### src/hw/rtl/lirs_pkg.sv
// ----------------------------------------------------------------------------
// lirs_pkg: shared constants for the linear interpolation resampler
// Widths, reset values, register indexes and per-beat limits.
// ----------------------------------------------------------------------------
package lirs_pkg;

  // default datapath widths
  localparam int SAMPLE_BITS_DEF = 24;
  localparam int FRAC_BITS_DEF   = 16;

  // configuration register widths
  localparam int RATE_W  = 18;
  localparam int LIMIT_W = 32;
  localparam int PHASE_W = RATE_W + 1;

  // configuration port
  localparam int CFG_IDX_W  = 2;
  localparam int CFG_DATA_W = 32;

  localparam logic [CFG_IDX_W-1:0] CFG_FROM_RATE = 2'd0;
  localparam logic [CFG_IDX_W-1:0] CFG_TO_RATE   = 2'd1;
  localparam logic [CFG_IDX_W-1:0] CFG_OUT_LIMIT = 2'd2;

  // register reset values
  localparam logic [RATE_W-1:0]  FROM_RATE_RST = 18'd48000;
  localparam logic [RATE_W-1:0]  TO_RATE_RST   = 18'd48000;
  localparam logic [LIMIT_W-1:0] OUT_LIMIT_RST = 32'd0;

  // at most this many result beats per input beat
  localparam int MAX_RESULTS = 48;
  localparam int RES_CNT_W   = 6;
  localparam logic [RES_CNT_W-1:0] RES_CAP = RES_CNT_W'(MAX_RESULTS);

endpackage

### src/hw/rtl/lirs_in_if.sv
// ----------------------------------------------------------------------------
// lirs_in_if: input sample channel
// Valid/ready channel carrying one source sample and its end-of-clip flag.
// ----------------------------------------------------------------------------
interface lirs_in_if #(
  parameter int SAMPLE_BITS = lirs_pkg::SAMPLE_BITS_DEF
) ();
  logic                          valid;
  logic                          ready;
  logic signed [SAMPLE_BITS-1:0] sample_in;
  logic                          clip_last;

  modport source (output valid, output sample_in, output clip_last, input ready);
  modport sink   (input valid, input sample_in, input clip_last, output ready);
endinterface

### src/hw/rtl/lirs_out_if.sv
// ----------------------------------------------------------------------------
// lirs_out_if: resampled output channel
// Valid/ready channel carrying one result sample and its run-end flag.
// ----------------------------------------------------------------------------
interface lirs_out_if #(
  parameter int SAMPLE_BITS = lirs_pkg::SAMPLE_BITS_DEF
) ();
  logic                          valid;
  logic                          ready;
  logic signed [SAMPLE_BITS-1:0] sample_out;
  logic                          run_last;

  modport source (output valid, output sample_out, output run_last, input ready);
  modport sink   (input valid, input sample_out, input run_last, output ready);
endinterface

### src/hw/rtl/linear_interp_resampler_unit.sv
// ----------------------------------------------------------------------------
// linear_interp_resampler_unit: streaming linear interpolation resampler
// Converts a mono sample stream from from_rate to to_rate.
// ----------------------------------------------------------------------------
// Usage
//   in_ch  : one source sample per beat, clip_last marks the clip's end.
//   out_ch : resampled samples; run_last marks the final result beat
//            caused by one input beat.
//   cfg_*  : write port for from_rate, to_rate and out_limit; write only
//            while the unit is idle.
// Timing
//   One input beat is worked on at a time; in_ch.ready is high only when
//   no beat is in progress. Each interpolated result comes from a
//   bit-serial divide/multiply unit; end-of-clip repeats take cur as is and
//   skip that unit. A beat gives at most 48 results.
// Reset
//   Registers return to 48000/48000/0 and the clip state is cleared.
// Stall
//   A single output register holds a result; while out_ch stalls the unit
//   waits with the next result ready and takes no new input beat until it is loaded.
// ----------------------------------------------------------------------------
module linear_interp_resampler_unit #(
  parameter int SAMPLE_BITS = lirs_pkg::SAMPLE_BITS_DEF,
  parameter int FRAC_BITS   = lirs_pkg::FRAC_BITS_DEF
) (
  input  logic                              clk,
  input  logic                              rst_n,
  lirs_in_if.sink                           in_ch,
  lirs_out_if.source                        out_ch,
  input  logic                              cfg_we,
  input  logic [lirs_pkg::CFG_IDX_W-1:0]    cfg_index,
  input  logic [lirs_pkg::CFG_DATA_W-1:0]   cfg_data
);

  localparam int RATE_W  = lirs_pkg::RATE_W;
  localparam int PHASE_W = lirs_pkg::PHASE_W;
  localparam int LIMIT_W = lirs_pkg::LIMIT_W;
  localparam int NCNT_W  = lirs_pkg::RES_CNT_W;

  // sequencer states
  localparam logic [2:0] S_IDLE = 3'd0;
  localparam logic [2:0] S_LOOP = 3'd1;
  localparam logic [2:0] S_CALC = 3'd2;
  localparam logic [2:0] S_EMIT = 3'd3;
  localparam logic [2:0] S_TAIL = 3'd4;

  logic [2:0]                    state_r, state_nxt;
  logic [RATE_W-1:0]             from_r, from_nxt;
  logic [RATE_W-1:0]             to_r, to_nxt;
  logic [LIMIT_W-1:0]            limit_r, limit_nxt;
  logic signed [SAMPLE_BITS-1:0] prev_r, prev_nxt;
  logic                          have_prev_r, have_prev_nxt;
  logic [PHASE_W-1:0]            phase_r, phase_nxt;
  logic [LIMIT_W-1:0]            count_r, count_nxt;
  logic [NCNT_W-1:0]             n_r, n_nxt;
  logic signed [SAMPLE_BITS-1:0] cur_r, cur_nxt;
  logic                          last_r, last_nxt;
  logic                          ret_tail_r, ret_tail_nxt;
  logic signed [SAMPLE_BITS-1:0] res_r, res_nxt;
  logic                          out_valid_r, out_valid_nxt;
  logic signed [SAMPLE_BITS-1:0] out_sample_r, out_sample_nxt;
  logic                          out_last_r, out_last_nxt;

  logic [RATE_W-1:0]             to_eff;
  logic                          phase_lt, count_lt, n_lt, more;
  logic                          lerp_start, lerp_done;
  logic signed [SAMPLE_BITS-1:0] lerp_result;

  // zero output rate acts as one
  assign to_eff   = (to_r == '0) ? RATE_W'(1) : to_r;
  assign phase_lt = phase_r < {1'b0, to_eff};
  assign count_lt = count_r < limit_r;
  assign n_lt     = n_r < lirs_pkg::RES_CAP;
  assign more     = n_lt && count_lt && (phase_lt || last_r);

  lirs_lerp #(
    .SAMPLE_BITS (SAMPLE_BITS),
    .FRAC_BITS   (FRAC_BITS)
  ) u_lerp (
    .clk    (clk),
    .rst_n  (rst_n),
    .start  (lerp_start),
    .prev   (prev_r),
    .cur    (cur_r),
    .phase  (phase_r[RATE_W-1:0]),
    .rate   (to_eff),
    .done   (lerp_done),
    .result (lerp_result)
  );

  always_comb begin
    state_nxt      = state_r;
    from_nxt       = from_r;
    to_nxt         = to_r;
    limit_nxt      = limit_r;
    prev_nxt       = prev_r;
    have_prev_nxt  = have_prev_r;
    phase_nxt      = phase_r;
    count_nxt      = count_r;
    n_nxt          = n_r;
    cur_nxt        = cur_r;
    last_nxt       = last_r;
    ret_tail_nxt   = ret_tail_r;
    res_nxt        = res_r;
    out_valid_nxt  = out_valid_r;
    out_sample_nxt = out_sample_r;
    out_last_nxt   = out_last_r;
    lerp_start     = 1'b0;

    // output register drains on a taken beat
    if (out_valid_r && out_ch.ready) begin
      out_valid_nxt = 1'b0;
    end

    // configuration writes
    if (cfg_we) begin
      case (cfg_index)
        lirs_pkg::CFG_FROM_RATE: from_nxt  = cfg_data[RATE_W-1:0];
        lirs_pkg::CFG_TO_RATE:   to_nxt    = cfg_data[RATE_W-1:0];
        lirs_pkg::CFG_OUT_LIMIT: limit_nxt = cfg_data[LIMIT_W-1:0];
        default: ;
      endcase
    end

    case (state_r)
      S_IDLE: begin
        if (in_ch.valid) begin
          cur_nxt  = in_ch.sample_in;
          last_nxt = in_ch.clip_last;
          n_nxt    = '0;
          if (have_prev_r) begin
            state_nxt = S_LOOP;
          end else begin
            have_prev_nxt = 1'b1;
            phase_nxt     = '0;
            state_nxt     = S_TAIL;
          end
        end
      end
      // next interpolated result or close the interval
      S_LOOP: begin
        if (phase_lt && count_lt && n_lt) begin
          lerp_start = 1'b1;
          state_nxt  = S_CALC;
        end else begin
          phase_nxt = phase_lt ? '0 : phase_r - {1'b0, to_eff};
          state_nxt = S_TAIL;
        end
      end
      S_CALC: begin
        if (lerp_done) begin
          res_nxt      = lerp_result;
          count_nxt    = count_r + LIMIT_W'(1);
          n_nxt        = n_r + NCNT_W'(1);
          phase_nxt    = phase_r + {1'b0, from_r};
          ret_tail_nxt = 1'b0;
          state_nxt    = S_EMIT;
        end
      end
      // load the output register once it is free
      S_EMIT: begin
        if (!out_valid_r || out_ch.ready) begin
          out_valid_nxt  = 1'b1;
          out_sample_nxt = res_r;
          out_last_nxt   = !more;
          state_nxt      = ret_tail_r ? S_TAIL : S_LOOP;
        end
      end
      // end-of-clip repeats, then wrap up the beat
      S_TAIL: begin
        if (last_r && count_lt && n_lt) begin
          res_nxt      = cur_r;
          count_nxt    = count_r + LIMIT_W'(1);
          n_nxt        = n_r + NCNT_W'(1);
          ret_tail_nxt = 1'b1;
          state_nxt    = S_EMIT;
        end else begin
          prev_nxt  = cur_r;
          state_nxt = S_IDLE;
          if (last_r) begin
            prev_nxt      = '0;
            have_prev_nxt = 1'b0;
            phase_nxt     = '0;
            count_nxt     = '0;
          end
        end
      end
      default: begin
        state_nxt = S_IDLE;
      end
    endcase
  end

  always_ff @(posedge clk) begin
    if (!rst_n) begin
      state_r     <= S_IDLE;
      from_r      <= lirs_pkg::FROM_RATE_RST;
      to_r        <= lirs_pkg::TO_RATE_RST;
      limit_r     <= lirs_pkg::OUT_LIMIT_RST;
      prev_r      <= '0;
      have_prev_r <= 1'b0;
      phase_r     <= '0;
      count_r     <= '0;
      n_r         <= '0;
      ret_tail_r  <= 1'b0;
      out_valid_r <= 1'b0;
    end else begin
      state_r     <= state_nxt;
      from_r      <= from_nxt;
      to_r        <= to_nxt;
      limit_r     <= limit_nxt;
      prev_r      <= prev_nxt;
      have_prev_r <= have_prev_nxt;
      phase_r     <= phase_nxt;
      count_r     <= count_nxt;
      n_r         <= n_nxt;
      ret_tail_r  <= ret_tail_nxt;
      out_valid_r <= out_valid_nxt;
    end
    cur_r        <= cur_nxt;
    last_r       <= last_nxt;
    res_r        <= res_nxt;
    out_sample_r <= out_sample_nxt;
    out_last_r   <= out_last_nxt;
  end

  assign in_ch.ready       = (state_r == S_IDLE);
  assign out_ch.valid      = out_valid_r;
  assign out_ch.sample_out = out_sample_r;
  assign out_ch.run_last   = out_last_r;

endmodule

### src/hw/rtl/lirs_lerp.sv
// ----------------------------------------------------------------------------
// lirs_lerp: bit-serial interpolation unit
// Restoring division of phase by the output rate, one quotient bit per
// cycle, fused with an msb-first shift-add multiply by |cur - prev|,
// then a rounding step.
// ----------------------------------------------------------------------------
module lirs_lerp #(
  parameter int SAMPLE_BITS = lirs_pkg::SAMPLE_BITS_DEF,
  parameter int FRAC_BITS   = lirs_pkg::FRAC_BITS_DEF
) (
  input  logic                              clk,
  input  logic                              rst_n,
  input  logic                              start,
  input  logic signed [SAMPLE_BITS-1:0]     prev,
  input  logic signed [SAMPLE_BITS-1:0]     cur,
  input  logic [lirs_pkg::RATE_W-1:0]       phase,
  input  logic [lirs_pkg::RATE_W-1:0]       rate,
  output logic                              done,
  output logic signed [SAMPLE_BITS-1:0]     result
);

  localparam int MAG_W = SAMPLE_BITS + 1;
  localparam int ACC_W = SAMPLE_BITS + FRAC_BITS + 1;
  localparam int CNT_W = $clog2(FRAC_BITS + 1);
  localparam int RES_W = SAMPLE_BITS + 2;

  logic                        busy_r, busy_nxt;
  logic                        done_r, done_nxt;
  logic [CNT_W-1:0]            cnt_r, cnt_nxt;
  logic [lirs_pkg::RATE_W-1:0] rem_r, rem_nxt;
  logic [lirs_pkg::RATE_W-1:0] rate_r, rate_nxt;
  logic [ACC_W-1:0]            acc_r, acc_nxt;
  logic [MAG_W-1:0]            mag_r, mag_nxt;
  logic                        neg_r, neg_nxt;
  logic signed [SAMPLE_BITS-1:0] base_r, base_nxt;
  logic signed [SAMPLE_BITS-1:0] result_r, result_nxt;

  logic signed [MAG_W-1:0]     diff;
  logic [lirs_pkg::RATE_W:0]   rem2;
  logic                        qbit;
  logic [ACC_W-1:0]            rnd;
  logic [MAG_W-1:0]            step;
  logic signed [RES_W-1:0]     sum;

  // difference of the two samples
  assign diff = $signed({cur[SAMPLE_BITS-1], cur}) - $signed({prev[SAMPLE_BITS-1], prev});

  // one quotient bit
  assign rem2 = {rem_r, 1'b0};
  assign qbit = rem2 >= {1'b0, rate_r};

  // round half away from zero, then apply toward cur
  assign rnd  = acc_r + (ACC_W'(1) << (FRAC_BITS - 1));
  assign step = rnd[ACC_W-1:FRAC_BITS];
  assign sum  = neg_r ? $signed(RES_W'(base_r)) - $signed({1'b0, step})
                      : $signed(RES_W'(base_r)) + $signed({1'b0, step});

  always_comb begin
    busy_nxt   = busy_r;
    done_nxt   = 1'b0;
    cnt_nxt    = cnt_r;
    rem_nxt    = rem_r;
    rate_nxt   = rate_r;
    acc_nxt    = acc_r;
    mag_nxt    = mag_r;
    neg_nxt    = neg_r;
    base_nxt   = base_r;
    result_nxt = result_r;
    if (start) begin
      busy_nxt = 1'b1;
      cnt_nxt  = CNT_W'(FRAC_BITS);
      rem_nxt  = phase;
      rate_nxt = rate;
      acc_nxt  = '0;
      neg_nxt  = diff[MAG_W-1];
      mag_nxt  = diff[MAG_W-1] ? MAG_W'(-diff) : MAG_W'(diff);
      base_nxt = prev;
    end else if (busy_r && cnt_r != '0) begin
      // divide and accumulate one bit
      rem_nxt = qbit ? lirs_pkg::RATE_W'(rem2 - {1'b0, rate_r})
                     : rem2[lirs_pkg::RATE_W-1:0];
      acc_nxt = {acc_r[ACC_W-2:0], 1'b0} + (qbit ? ACC_W'(mag_r) : '0);
      cnt_nxt = cnt_r - CNT_W'(1);
    end else if (busy_r) begin
      result_nxt = sum[SAMPLE_BITS-1:0];
      done_nxt   = 1'b1;
      busy_nxt   = 1'b0;
    end
  end

  always_ff @(posedge clk) begin
    if (!rst_n) begin
      busy_r <= 1'b0;
      done_r <= 1'b0;
      cnt_r  <= '0;
    end else begin
      busy_r <= busy_nxt;
      done_r <= done_nxt;
      cnt_r  <= cnt_nxt;
    end
    rem_r    <= rem_nxt;
    rate_r   <= rate_nxt;
    acc_r    <= acc_nxt;
    mag_r    <= mag_nxt;
    neg_r    <= neg_nxt;
    base_r   <= base_nxt;
    result_r <= result_nxt;
  end

  assign done   = done_r;
  assign result = result_r;

endmodule
### src/flat_wrapper.sv
// flat-port wrapper written by rule: the top's interface ports become plain ports
module linear_interp_resampler_unit_flat 
#(
  parameter int SAMPLE_BITS = lirs_pkg::SAMPLE_BITS_DEF,
  parameter int FRAC_BITS   = lirs_pkg::FRAC_BITS_DEF
)
  (clk, rst_n, cfg_we, cfg_index, cfg_data, in_ch_valid, in_ch_sample_in, in_ch_clip_last, in_ch_ready, out_ch_valid, out_ch_sample_out, out_ch_run_last, out_ch_ready);
  lirs_in_if #(.SAMPLE_BITS(SAMPLE_BITS)) in_ch_i ();
  lirs_out_if #(.SAMPLE_BITS(SAMPLE_BITS)) out_ch_i ();
  input  logic clk;
  input  logic rst_n;
  input  logic cfg_we;
  input  logic [lirs_pkg::CFG_IDX_W-1:0] cfg_index;
  input  logic [lirs_pkg::CFG_DATA_W-1:0] cfg_data;
  input wire logic [$bits(in_ch_i.valid)-1:0] in_ch_valid;
  input wire logic [$bits(in_ch_i.sample_in)-1:0] in_ch_sample_in;
  input wire logic [$bits(in_ch_i.clip_last)-1:0] in_ch_clip_last;
  output wire logic [$bits(in_ch_i.ready)-1:0] in_ch_ready;
  output wire logic [$bits(out_ch_i.valid)-1:0] out_ch_valid;
  output wire logic [$bits(out_ch_i.sample_out)-1:0] out_ch_sample_out;
  output wire logic [$bits(out_ch_i.run_last)-1:0] out_ch_run_last;
  input wire logic [$bits(out_ch_i.ready)-1:0] out_ch_ready;
  assign in_ch_i.valid = in_ch_valid;
  assign in_ch_i.sample_in = in_ch_sample_in;
  assign in_ch_i.clip_last = in_ch_clip_last;
  assign in_ch_ready = in_ch_i.ready;
  assign out_ch_valid = out_ch_i.valid;
  assign out_ch_sample_out = out_ch_i.sample_out;
  assign out_ch_run_last = out_ch_i.run_last;
  assign out_ch_i.ready = out_ch_ready;
  linear_interp_resampler_unit #(.SAMPLE_BITS(SAMPLE_BITS), .FRAC_BITS(FRAC_BITS)) u_core (.clk(clk), .rst_n(rst_n), .in_ch(in_ch_i), .out_ch(out_ch_i), .cfg_we(cfg_we), .cfg_index(cfg_index), .cfg_data(cfg_data));
endmodule
### config.mk
export PLATFORM = sky130hd
export DESIGN_NAME = linear_interp_resampler_unit_flat
export DESIGN_NICKNAME = d
export VERILOG_FILES = /design/src/hw/rtl/lirs_pkg.sv /design/src/hw/rtl/lirs_in_if.sv /design/src/hw/rtl/lirs_out_if.sv /design/src/hw/rtl/linear_interp_resampler_unit.sv /design/src/hw/rtl/lirs_lerp.sv /design/src/flat_wrapper.sv
export SDC_FILE = /design/constraint.sdc
export NUM_CORES = 1
export LEC_CHECK = 0
export BUFFER_PORTS_ARGS = -buffer_cell sky130_fd_sc_hd__buf_4
export CELL_PAD_IN_SITES_DETAIL_PLACEMENT = 1
export CELL_PAD_IN_SITES_GLOBAL_PLACEMENT = 1
export CORE_MARGIN = 5
export CORE_UTILIZATION = 40
export DETAILED_ROUTE_END_ITERATION = 8
export PLACE_DENSITY_LB_ADDON = 0.1
export SYNTH_ARGS = -nofsm -noshare
export SYNTH_HDL_FRONTEND = slang
export SYNTH_SLANG_ARGS = --single-unit
### constraint.sdc
create_clock -name clk -period 7.5 [get_ports clk]
set_input_delay 0.375 -clock clk [delete_from_list [all_inputs] [get_ports clk]]
set_output_delay 0.375 -clock clk [all_outputs]
set_load 0.1 [all_outputs]
==> results.ini <==
[outcome]
status = completed

[power]
peakVddDrop_v = 0.000212
pwr_density_cell_nw_per_um2 = 413
power.leakage_uw = 0.00981

[route]
ant_nets = 0
wl_per_cell_microns = 19.2
routed-via-count = 18200
wl_microns = 64100
drt_iter0_drc = 867
routed_via_density = 5.43
first_pass_iters = 7
drc = 0

[yosys]
synth_compound_area_share_pct = 17.4
netlist_instances = 2488
yosys.area_share.adder_pct = 9.51
yosysWarnings = 0
synth_largest_area_cell = edfxtp_1
async_reset_ff_share_pct = 0
netlist_area_sq_um = 22700
synth-xor-area-share_pct = 8.13
ys_ff_latch = 386
synthFlopType = dfxtp_1
syn_nets = 2721
synth-simple-area-share_pct = 16.8
synth_mux_area_share_pct = 1.59
synth_area_leaders = edfxtp_1 24%, dfxtp_1 18%, ha_1 9.0%, a21oi_1 5.0%, xnor2_1 4.7%
synth_edf_count = 184
synth_top_family_by_area = compound AO/OA/AOI/OAI gates
yosysSeqAreaShare_pct = 42.1
synth_area_per_cell_sq_um = 9.13
netlist-cell-type-count = 87
synth_top_area_share_pct = 24.3

[job]
cap_violations = 0

[floorplan]
pin_count = 91
die_area_sq_um = 61700
core_area_sq_um = 56300
start_util_pct = 40.4
die_h_microns = 248
die-width_microns = 248
core.rowCount = 87

[setup_path]
worstPathCellList = ha_1, o21ai_0, a211oi_1, a21bo_2, a211oi_1, nor3_1, o311ai_1, a21oi_4, nand2b_1, inv_1, ha_1, a21o_1, a21oi_1, o21ai_0, o211a_1, a211o_1, o21ai_1, a311oi_1, o21ai_0, xor2_1, a211oi_1
cp_max_fo = 26
crit_buf_inv = 1
critPathKind = reg2reg
path_depth = 21
cp_data_arrival_time_ns = 6.24
critPathSlowestCell = a311oi_1
critical-path-top-delay-family = compound AO/OA/AOI/OAI gates
cpPeakStageDelay_ns = 0.76
worstRegToRegCells = 21
required_ns = 7.99
worstSetupStartpointType = register
critPathCaptureType = register

[finish]
antenna_cells = 0
final_common_cell = nand2_1
area_growth_pct = 13.7
drive_gt1_share_pct = 9.78
final_nets = 2785
fillers = 6463
utilization_pct = 45.9
final_cell_mix = 284 x nand2_1, 225 x nor2_1, 225 x a21oi_1

[clock_network]
cts_buffers = 46
clk_pin_slew_ns = 0.06
htreeDepth = 2
root_buffer = clkbuf_16
cts_tree = built
cts.sinks = 386
post-cts-setup-buffers = 0
clockBufferDepth = 3
insertion_delay_ns = 0.58

[sta]
hold_violations = 0
finalMaxSlewViolations = 0
finalSetupViolCount = 0
period_needed_ns = 5.75
max_freq_mhz = 174
fin_crit_sh_pct = 76.7
fin_setup_tns_ns = 0
rsz0062_at_grt = false
relSlewSlack_pct = 20.3
clock_skew_ns = 0.0188
worst_slew_pin_slew_ns = 1.19

[place]
gp_congestion = 0.833
dp_hpwl_microns = 47300
io_buffers = 90

[global_routing]
grt_pass1_wl_microns = 103000
grt_pass1_vias = 18700
antenna_found_initial = 1
grt_util_all_layers_pct = 20.5
overflow = 0
grt_max_degree = 70

[min_path]
hold_class = in2reg
hold_depth = 3

[report_power, final]
part	switching, uW	leakage [uW]	internal (uW)
combinational	3160	0.00574	2040
sequential	356	0.00332	2820
clock	909	0.000744	1380
[stage by stage]
stage                     instances  cell area (sq um)  worst slack (ns)  hold WS [ns]  power (uW)
final                          3342              25800              1.75        0.0457       10700
after global routing           3342              25800              1.25        0.0229       11400
after CTS                      3342              25800              1.74       0.00563       10700
after detailed placement       3235              24100              1.77         0.405        8320
after global placement         3235              24100              1.90         0.404        8130
after floorplan                2488              22700              2.53         0.400        6950
[Yosys cell counts (all sizes together), types with 4 or more instances]
cell     instances
and3            25
a31o            10
fa               6
nand2          285
ha             163
clkbuf          92
nor2b           47
o31a             4
o211ai          17
a22oi           30
inv            146
a21o            48
a211oi          37
mux2i            8
a21oi          227
o21bai           9
xor2            87
o21a            31
o21ai           77
mux2            25
o22ai            6
nor2           226
and4            10
xnor2          123
nand3           57
a2111oi          6
o31ai           16
or3             18
nand4           25
a21boi          10
a211o            5
or2             10
nand2b          22
nor3            50
o2111ai          4
a31oi           23
dfxtp          202
nor4            12
edfxtp         184
a311oi          16
buf             24
and2            18
nand3b           7
[worst register-to-register path: stages, from the launching register on]
cell and delay, ns:
edfxtp_1 0.39, ha_1 0.39, o21ai_0 0.15, a211oi_1 0.21
a21bo_2 0.27, a211oi_1 0.34, nor3_1 0.14, o311ai_1 0.57
a21oi_4 0.32, nand2b_1 0.29, inv_1 0.07, ha_1 0.12
a21o_1 0.11, a21oi_1 0.11, o21ai_0 0.21, o211a_1 0.29
a211o_1 0.18, o21ai_1 0.10, a311oi_1 0.76, o21ai_0 0.21
xor2_1 0.19, a211oi_1 0.24
[path summary, 6_finish.rpt]
| check | from | to | slack (ns) |
|---|---|---|---|
| worst max-delay path | u_core.u_lerp.rem_r[4] | u_core.u_lerp.acc_r[32] | 1.75 |
| worst min-delay path | cfg_data[7] | u_core.from_r[7] | 0.05 |
| worst max register to register | u_core.u_lerp.rem_r[4] | u_core.u_lerp.acc_r[32] | 1.75 |
| worst min register to register | u_core.res_r[10] | u_core.out_ch.sample_out[10] | 0.42 |
[registers in the layout, indices dropped and copies added (netlist names), 19 cells and up]
name and count:
u_core.cur_r 24, u_core.u_lerp.acc_r 40, u_core.count_r 32, u_core.u_lerp.result 24, u_core.prev_r 24, u_core.out_ch.sample_out 24, u_core.res_r 24, u_core.u_lerp.mag_r 25
u_core.limit_r 32, u_core.phase_r 19, u_core.u_lerp.base_r 24
[layout make-up]
| class | instances | area (sq um) | area share (%) |
|---|---|---|---|
| inverters | 146 | 552 | 2.14 |
| multi-input cells | 1840 | 12200 | 47.1 |
| well taps | 756 | 946 | 3.66 |
| clock buffers | 62 | 1290 | 5.00 |
| flip-flops and latches | 386 | 9570 | 37.0 |
| clock inverters | 20 | 235 | 0.910 |
| repair buffers | 132 | 1070 | 4.13 |
[metal layers]
layer  global-route usage, %  vias to the layer above  wire (microns)
met4                    4.38                        0            1190
met2                    31.5                      231           27700
met1                    30.8                     8921           33000
li1                        -                     8938               -
met3                    2.89                       73            2280
met5                       0                        -               0
[cells by family after synthesis]
kind of cell	count (synthesis)
adders and majority gates	169
AOI/OAI and AO/OA	606
muxes	33
buffers and inverters	262
xor gates and xnor gates	210
DFF	386
and+or+nand+nor	822
[what timing repair did]
action	CTS	global route
hold buffers	25	0
resized for setup	0	0
hold endpoints to repair	25	0
(Power assumes the default switching activity.)
